<file path="src/cbb_pkg.sv">
`default_nettype none

package cbb_pkg;

    localparam int unsigned COORD_BITS_DEF = 12;
    localparam int unsigned BOX_BITS       = 12;
    localparam int unsigned CHAN_BITS      = 8;
    localparam int unsigned SUM_BITS       = CHAN_BITS + 2;
    localparam int unsigned PROD_BITS      = 2 * SUM_BITS;
    localparam int unsigned RECIP_SHIFT    = 11;

    // 683 / 2048 gives an exact floor(n / 3) for every n up to 765
    localparam logic [SUM_BITS-1:0] RECIP_THIRD = SUM_BITS'(683);

    typedef struct packed {
        logic fire;
        logic changed;
        logic eol;
        logic eof;
    } t_step;

    typedef struct packed {
        logic                found;
        logic [BOX_BITS-1:0] left;
        logic [BOX_BITS-1:0] top;
        logic [BOX_BITS-1:0] right;
        logic [BOX_BITS-1:0] bottom;
    } t_box;

    function automatic logic [CHAN_BITS-1:0] gray_of(
        input logic [CHAN_BITS-1:0] r,
        input logic [CHAN_BITS-1:0] g,
        input logic [CHAN_BITS-1:0] b
    );
        logic [SUM_BITS-1:0]  sum;
        logic [PROD_BITS-1:0] prod;
        sum  = SUM_BITS'(r) + SUM_BITS'(g) + SUM_BITS'(b);
        prod = PROD_BITS'(sum) * PROD_BITS'(RECIP_THIRD);
        return prod[RECIP_SHIFT +: CHAN_BITS];
    endfunction

endpackage

`default_nettype wire

</file>
<file path="src/cbb_diff.sv">
`default_nettype none

module cbb_diff (
    input  wire logic [cbb_pkg::CHAN_BITS-1:0] i_in_red,
    input  wire logic [cbb_pkg::CHAN_BITS-1:0] i_in_green,
    input  wire logic [cbb_pkg::CHAN_BITS-1:0] i_in_blue,
    input  wire logic [cbb_pkg::CHAN_BITS-1:0] i_ref_red,
    input  wire logic [cbb_pkg::CHAN_BITS-1:0] i_ref_green,
    input  wire logic [cbb_pkg::CHAN_BITS-1:0] i_ref_blue,
    output logic                               o_changed
);
    import cbb_pkg::*;

    logic [CHAN_BITS-1:0] gray_in;
    logic [CHAN_BITS-1:0] gray_ref;

    always_comb begin
        gray_in   = gray_of(i_in_red, i_in_green, i_in_blue);
        gray_ref  = gray_of(i_ref_red, i_ref_green, i_ref_blue);
        o_changed = (gray_in != gray_ref);
    end

endmodule

`default_nettype wire

</file>
<file path="src/cbb_track.sv">
`default_nettype none

module cbb_track #(
    parameter int unsigned COORD_BITS = cbb_pkg::COORD_BITS_DEF
) (
    input  wire logic          i_clk,
    input  wire logic          i_rst_n,
    input  wire cbb_pkg::t_step i_step,
    output cbb_pkg::t_box      o_box
);
    import cbb_pkg::*;

    localparam logic [COORD_BITS-1:0] COORD_MAX = {COORD_BITS{1'b1}};
    localparam int unsigned EXT_BITS = COORD_BITS + BOX_BITS;

    logic [COORD_BITS-1:0] r_col, n_col;
    logic [COORD_BITS-1:0] r_row, n_row;
    logic [COORD_BITS-1:0] r_min_x, n_min_x;
    logic [COORD_BITS-1:0] r_min_y, n_min_y;
    logic [COORD_BITS-1:0] r_max_x, n_max_x;
    logic [COORD_BITS-1:0] r_max_y, n_max_y;
    logic                  r_any, n_any;

    logic [COORD_BITS-1:0] u_min_x, u_min_y, u_max_x, u_max_y;
    logic                  u_any;
    logic [EXT_BITS-1:0]   ext_l, ext_t, ext_r, ext_b;

    always_comb begin
        u_any   = r_any;
        u_min_x = r_min_x;
        u_min_y = r_min_y;
        u_max_x = r_max_x;
        u_max_y = r_max_y;
        if (i_step.changed) begin
            u_any = 1'b1;
            if (!r_any) begin
                u_min_x = r_col;
                u_min_y = r_row;
                u_max_x = r_col;
                u_max_y = r_row;
            end else begin
                if (r_col < r_min_x) u_min_x = r_col;
                if (r_col > r_max_x) u_max_x = r_col;
                if (r_row > r_max_y) u_max_y = r_row;
            end
        end

        ext_l = {{BOX_BITS{1'b0}}, u_min_x};
        ext_t = {{BOX_BITS{1'b0}}, u_min_y};
        ext_r = {{BOX_BITS{1'b0}}, u_max_x};
        ext_b = {{BOX_BITS{1'b0}}, u_max_y};

        o_box.found  = u_any;
        o_box.left   = u_any ? ext_l[BOX_BITS-1:0] : '0;
        o_box.top    = u_any ? ext_t[BOX_BITS-1:0] : '0;
        o_box.right  = u_any ? ext_r[BOX_BITS-1:0] : '0;
        o_box.bottom = u_any ? ext_b[BOX_BITS-1:0] : '0;

        n_col   = r_col;
        n_row   = r_row;
        n_any   = r_any;
        n_min_x = r_min_x;
        n_min_y = r_min_y;
        n_max_x = r_max_x;
        n_max_y = r_max_y;
        if (i_step.fire) begin
            if (i_step.eof) begin
                n_col   = '0;
                n_row   = '0;
                n_any   = 1'b0;
                n_min_x = '0;
                n_min_y = '0;
                n_max_x = '0;
                n_max_y = '0;
            end else begin
                n_any   = u_any;
                n_min_x = u_min_x;
                n_min_y = u_min_y;
                n_max_x = u_max_x;
                n_max_y = u_max_y;
                if (i_step.eol) begin
                    n_col = '0;
                    if (r_row != COORD_MAX) n_row = r_row + COORD_BITS'(1);
                end else if (r_col != COORD_MAX) begin
                    n_col = r_col + COORD_BITS'(1);
                end
            end
        end
    end

    always_ff @(posedge i_clk) begin
        if (!i_rst_n) begin
            r_col   <= '0;
            r_row   <= '0;
            r_any   <= 1'b0;
            r_min_x <= '0;
            r_min_y <= '0;
            r_max_x <= '0;
            r_max_y <= '0;
        end else begin
            r_col   <= n_col;
            r_row   <= n_row;
            r_any   <= n_any;
            r_min_x <= n_min_x;
            r_min_y <= n_min_y;
            r_max_x <= n_max_x;
            r_max_y <= n_max_y;
        end
    end

endmodule

`default_nettype wire

</file>
<file path="src/change_bounding_box.sv">
// The result is registered when the end-of-frame beat leaves the input register.
// Throughput: one pixel beat per cycle; a held result stalls the next end-of-frame beat and the input behind it.
// The input register and the output register set this throughput.
// Reset clears the counters, the box and both valid flags; the first frame starts at x = y = 0.
`default_nettype none

module change_bounding_box #(
    parameter int unsigned COORD_BITS = cbb_pkg::COORD_BITS_DEF
) (
    input  wire logic                               i_clk,
    input  wire logic                               i_rst_n,
    input  wire logic                               i_valid,
    output logic                                    o_ready,
    input  wire logic [cbb_pkg::CHAN_BITS-1:0]      i_in_red,
    input  wire logic [cbb_pkg::CHAN_BITS-1:0]      i_in_green,
    input  wire logic [cbb_pkg::CHAN_BITS-1:0]      i_in_blue,
    input  wire logic [cbb_pkg::CHAN_BITS-1:0]      i_ref_red,
    input  wire logic [cbb_pkg::CHAN_BITS-1:0]      i_ref_green,
    input  wire logic [cbb_pkg::CHAN_BITS-1:0]      i_ref_blue,
    input  wire logic                               i_end_of_line,
    input  wire logic                               i_end_of_frame,
    output logic                                    o_valid,
    input  wire logic                               i_ready,
    output logic                                    o_found,
    output logic [cbb_pkg::BOX_BITS-1:0]            o_box_left,
    output logic [cbb_pkg::BOX_BITS-1:0]            o_box_top,
    output logic [cbb_pkg::BOX_BITS-1:0]            o_box_right,
    output logic [cbb_pkg::BOX_BITS-1:0]            o_box_bottom
);
    import cbb_pkg::*;

    logic                 r_s1_valid;
    logic [CHAN_BITS-1:0] r_in_red, r_in_green, r_in_blue;
    logic [CHAN_BITS-1:0] r_ref_red, r_ref_green, r_ref_blue;
    logic                 r_eol, r_eof;

    logic                 r_out_valid;
    t_box                 r_out;

    logic                 changed;
    logic                 s1_fire;
    t_step                step;
    t_box                 box;

    assign s1_fire = r_s1_valid && (!r_eof || !r_out_valid || i_ready);
    assign o_ready = !r_s1_valid || s1_fire;

    cbb_diff u_diff (
        .i_in_red   (r_in_red),
        .i_in_green (r_in_green),
        .i_in_blue  (r_in_blue),
        .i_ref_red  (r_ref_red),
        .i_ref_green(r_ref_green),
        .i_ref_blue (r_ref_blue),
        .o_changed  (changed)
    );

    always_comb begin
        step.fire    = s1_fire;
        step.changed = changed;
        step.eol     = r_eol;
        step.eof     = r_eof;
    end

    cbb_track #(
        .COORD_BITS(COORD_BITS)
    ) u_track (
        .i_clk  (i_clk),
        .i_rst_n(i_rst_n),
        .i_step (step),
        .o_box  (box)
    );

    always_ff @(posedge i_clk) begin
        if (!i_rst_n) begin
            r_s1_valid <= 1'b0;
        end else if (o_ready) begin
            r_s1_valid <= i_valid;
        end
        if (i_valid && o_ready) begin
            r_in_red    <= i_in_red;
            r_in_green  <= i_in_green;
            r_in_blue   <= i_in_blue;
            r_ref_red   <= i_ref_red;
            r_ref_green <= i_ref_green;
            r_ref_blue  <= i_ref_blue;
            r_eol       <= i_end_of_line;
            r_eof       <= i_end_of_frame;
        end
    end

    always_ff @(posedge i_clk) begin
        if (!i_rst_n) begin
            r_out_valid <= 1'b0;
        end else if (s1_fire && r_eof) begin
            r_out_valid <= 1'b1;
        end else if (i_ready) begin
            r_out_valid <= 1'b0;
        end
        if (s1_fire && r_eof) begin
            r_out <= box;
        end
    end

    assign o_valid      = r_out_valid;
    assign o_found      = r_out.found;
    assign o_box_left   = r_out.left;
    assign o_box_top    = r_out.top;
    assign o_box_right  = r_out.right;
    assign o_box_bottom = r_out.bottom;

    a_empty_box_zero: assert property (@(posedge i_clk) disable iff (!i_rst_n)
        o_valid && !o_found |-> o_box_left == '0 && o_box_top == '0
            && o_box_right == '0 && o_box_bottom == '0)
        else $error("empty frame reports a non-zero box");

    a_box_ordered: assert property (@(posedge i_clk) disable iff (!i_rst_n)
        o_valid && o_found && COORD_BITS <= BOX_BITS |->
            o_box_left <= o_box_right && o_box_top <= o_box_bottom)
        else $error("box corners out of order");

    a_stall_holds_pixel: assert property (@(posedge i_clk) disable iff (!i_rst_n)
        r_s1_valid && !s1_fire |=> r_s1_valid && $stable(r_eof))
        else $error("stalled pixel beat lost");

    a_result_held: assert property (@(posedge i_clk) disable iff (!i_rst_n)
        r_out_valid && !i_ready |=> r_out_valid && $stable(r_out))
        else $error("pending result overwritten");

endmodule

`default_nettype wire

</file>
<file path="config.mk">
export PLATFORM = sky130hd
export DESIGN_NAME = change_bounding_box
export DESIGN_NICKNAME = d
export VERILOG_FILES = /design/src/cbb_pkg.sv /design/src/cbb_diff.sv /design/src/cbb_track.sv /design/src/change_bounding_box.sv
export SDC_FILE = /design/constraint.sdc
export NUM_CORES = 1
export LEC_CHECK = 0
export BUFFER_PORTS_ARGS = -buffer_cell sky130_fd_sc_hd__buf_2
export CAP_MARGIN = 20
export CORE_MARGIN = 2
export CORE_UTILIZATION = 56
export DETAILED_ROUTE_END_ITERATION = 16
export GPL_TIMING_DRIVEN = 1
export PLACE_DENSITY = 0.86
export SLEW_MARGIN = 20
export SYNTH_ARGS = -nofsm -noshare
export SYNTH_HDL_FRONTEND = slang
export SYNTH_HIERARCHICAL = 1
export SYNTH_SLANG_ARGS = --single-unit
</file>
<file path="constraint.sdc">
create_clock -name i_clk -period 8.01 [get_ports i_clk]
set_input_delay 0.801 -clock i_clk [delete_from_list [all_inputs] [get_ports i_clk]]
set_output_delay 0.801 -clock i_clk [all_outputs]
set_load 0.01 [all_outputs]
</file>
==> metrics.txt <==
area leader, netlist edfxtp_1; post-synthesis instance total ~1.3k; run status finished, violations left; WL final 32700 um; PnR worst setup slack -0.0512 ns; pin count of the biggest net entering global routing 51; nets 1678; Seq/Total Area, Yosys 0.351; Post-synth top cells 167 x ha_1, 154 x inv_1, 116 x nand2_1; die width ~150 um; routed via count between 10k and 15k; hold_ws slightly above 0.5 ns; Port Buffers 104; core area between 0.02 and 0.025 mm2; crit-path max FO 24; total congestion overflow 0; Setup crit start kind register; CTS tree yes; clock buffer count from CTS 17; Post-synth EDFFs ~100; Slowest-stage cell, CP or4_4; Tot GR Track Use 0.266; Max Cap Viol 0; vias in the first global route 10.5k; Async S/R FF share, synth 0; met2 layer usage reported by global route 0.466; initial antenna violation count 0; Avg Inst Size Synth approximately 10 um2; Arrival @ worst endpoint 8.38 ns; die height around 150 um; Layout Cells excl Fill 1695; post-route ant nets 0; count of different cell masters after synthesis a little over 70; area grow syn2layout 16.7%; routed vias/inst ~6.2; Synth Flop Type edfxtp_1; row count 55; clock latency on the worst-skew pair about 0.44 ns; Synth Warn # 6; worst slew pin tran roughly 1.1 ns; Worst Min Path Start u_track/r_min_x[5]; CTS sink cnt 174; Detailed Route Iter0 Violations ~800; crit path time final 8.06 ns; H-tree depth 4; count leader, synth ha_1; Final Cycle Share 1.01; Final HPWL DP approximately 22000 um; WP data required between 8 and 9 ns; Slew Limit Fails 0; met3 usage 0.0412; I/O Pins ~110; RSZ-0062 raised after global routing true; layout cells sized above 1 0.203; CTS root buffer clkbuf_16; routability cong. between 0.9 and 1; Yosys top cell area share 0.233; WL per Instance 19.3 um; Worst path max stage delay just under 0.6 ns; initial core utilization 0.567; Hold Fails Final Rpt 0; # diodes 0; Clock Skew 0.0150 ns; drt pass-1 iters 6; Worst setup EP type register; Fillers between 1.5k and 2k; headroom to the max-slew limit 0.280; Synth area leaders edfxtp_1 23%, ha_1 16%, dfxtp_1 12%; busiest grt layer met2; failing checks setup timing; crit path launch r_in_blue[1]; Top delay family on crit path adder cells; met1 Track Usage GR 0.326; synthesized area around 0.013 mm2; clock buffer depth 2; flops & latches, synth around 170; Fmax achieved between 0.1 and 0.15 GHz; CTS clk-pin slew, worst paths approximately 0.08 ns; die area 0.0240 mm2; HP Class reg -> reg; DRC viols 0; syn_nets ~1.6k; Setup CP Type reg -> reg; Final Setup Violations 18; RR Startpoint r_in_blue[1]; global-route wire length before repair ~51000 um; DP Cell Count around 1.6k; buffer and inverter count on the worst path 6
## kinds of logic after synthesis
family / count (synthesis) / synth area share
AOI/OAI and AO/OA: 254 / 0.148
xor gates and xnor gates: 55 / 0.0400
adders and majority gates: 227 / 0.258
buffers and inverters: 229 / 0.0733
DFF: 174 / 0.351
and+or+nand+nor: 347 / 0.130
## flip-flops by register name, indices dropped and copies added, names as in the netlist
signal           cells
o_box_bottom        12
o_box_left          12
o_box_right         12
o_box_top           12
u_track/r_col       12
u_track/r_max_x     12
u_track/r_max_y     12
u_track/r_min_x     12
u_track/r_min_y     12
u_track/r_row       12
r_in_blue            8
r_in_green           8
r_in_red             8
r_ref_blue           8
r_ref_green          8
r_ref_red            8
o_found              1
o_valid              1
r_eof                1
r_eol                1
r_s1_valid           1
u_track/r_any        1
## final cells by class
class,instances,area (um2),share of cell area
inverter,155,582,0.0391
clock buffer,17,425,0.0286
sequential,174,4470,0.301
clock inverter,15,170,0.0114
multi-input combinational,886,7830,0.526
tap,285,357,0.0240
timing repair buffer,163,1050,0.0703
## per-layer routing
metal  share of wire  vias up
met5               0        -
met4           0.036        0
met2            0.51      526
met3           0.071       90
li1                -     4836
met1            0.38     4999
## worst paths after layout
path                    endpoint  slack [ns]  depth (start not counted)
max          u_track/r_min_x[11]       -0.05                         36
min           u_track/r_min_x[5]        0.51                          1
max reg2reg  u_track/r_min_x[11]       -0.05                         36
min reg2reg   u_track/r_min_x[5]        0.51                          1
## cell usage in the layout, fill, tap and decap left out, types with 7 or more instances in the layout
| cell | instances |
|---|---|
| ha_1 | 156 |
| inv_1 | 148 |
| nand2_1 | 115 |
| buf_2 | 104 |
| edfxtp_1 | 99 |
| nor2_1 | 84 |
| dfxtp_1 | 75 |
| fa_1 | 56 |
| buf_4 | 51 |
| xnor2_1 | 44 |
| o211ai_1 | 40 |
| nand3_1 | 39 |
| a21oi_1 | 27 |
| a32o_1 | 24 |
| o21ai_0 | 20 |
| a32oi_1 | 20 |
| nor3_1 | 19 |
| clkbuf_16 | 18 |
| a41oi_1 | 17 |
| nand4_1 | 15 |
| a21o_1 | 12 |
| o21ai_2 | 12 |
| a22oi_1 | 12 |
| ha_4 | 10 |
| a21oi_2 | 9 |
| and3_1 | 9 |
| o21ai_1 | 8 |
| inv_2 | 7 |
## through the flow
| stage | TNS, ns | instance area, um2 | setup slack [ns] | util |
|---|---|---|---|---|
| finish | -0.600 | 14900 | -0.0512 | 0.661 |
| global route | -13.65 | 14900 | -0.285 | 0.661 |
| CTS | 0 | 14500 | 0.000814 | 0.642 |
| detailed placement | -16.03 | 13700 | -0.323 | 0.609 |
| global placement | -1.84 | 13700 | -0.0898 | 0.609 |
| floorplan | 0 | 12800 | 0.0117 | - |
## timing repair
item,CTS,global route
endpoints found under the setup margin,78,97
pin swaps,19,59
gates resized for setup,19,64
gates cloned,2,2
buffers inserted,6,9
hold buffers,0,0
Power is not shown: default switching activity piles up to over one toggle a cycle in this logic, so the estimate is an artifact.
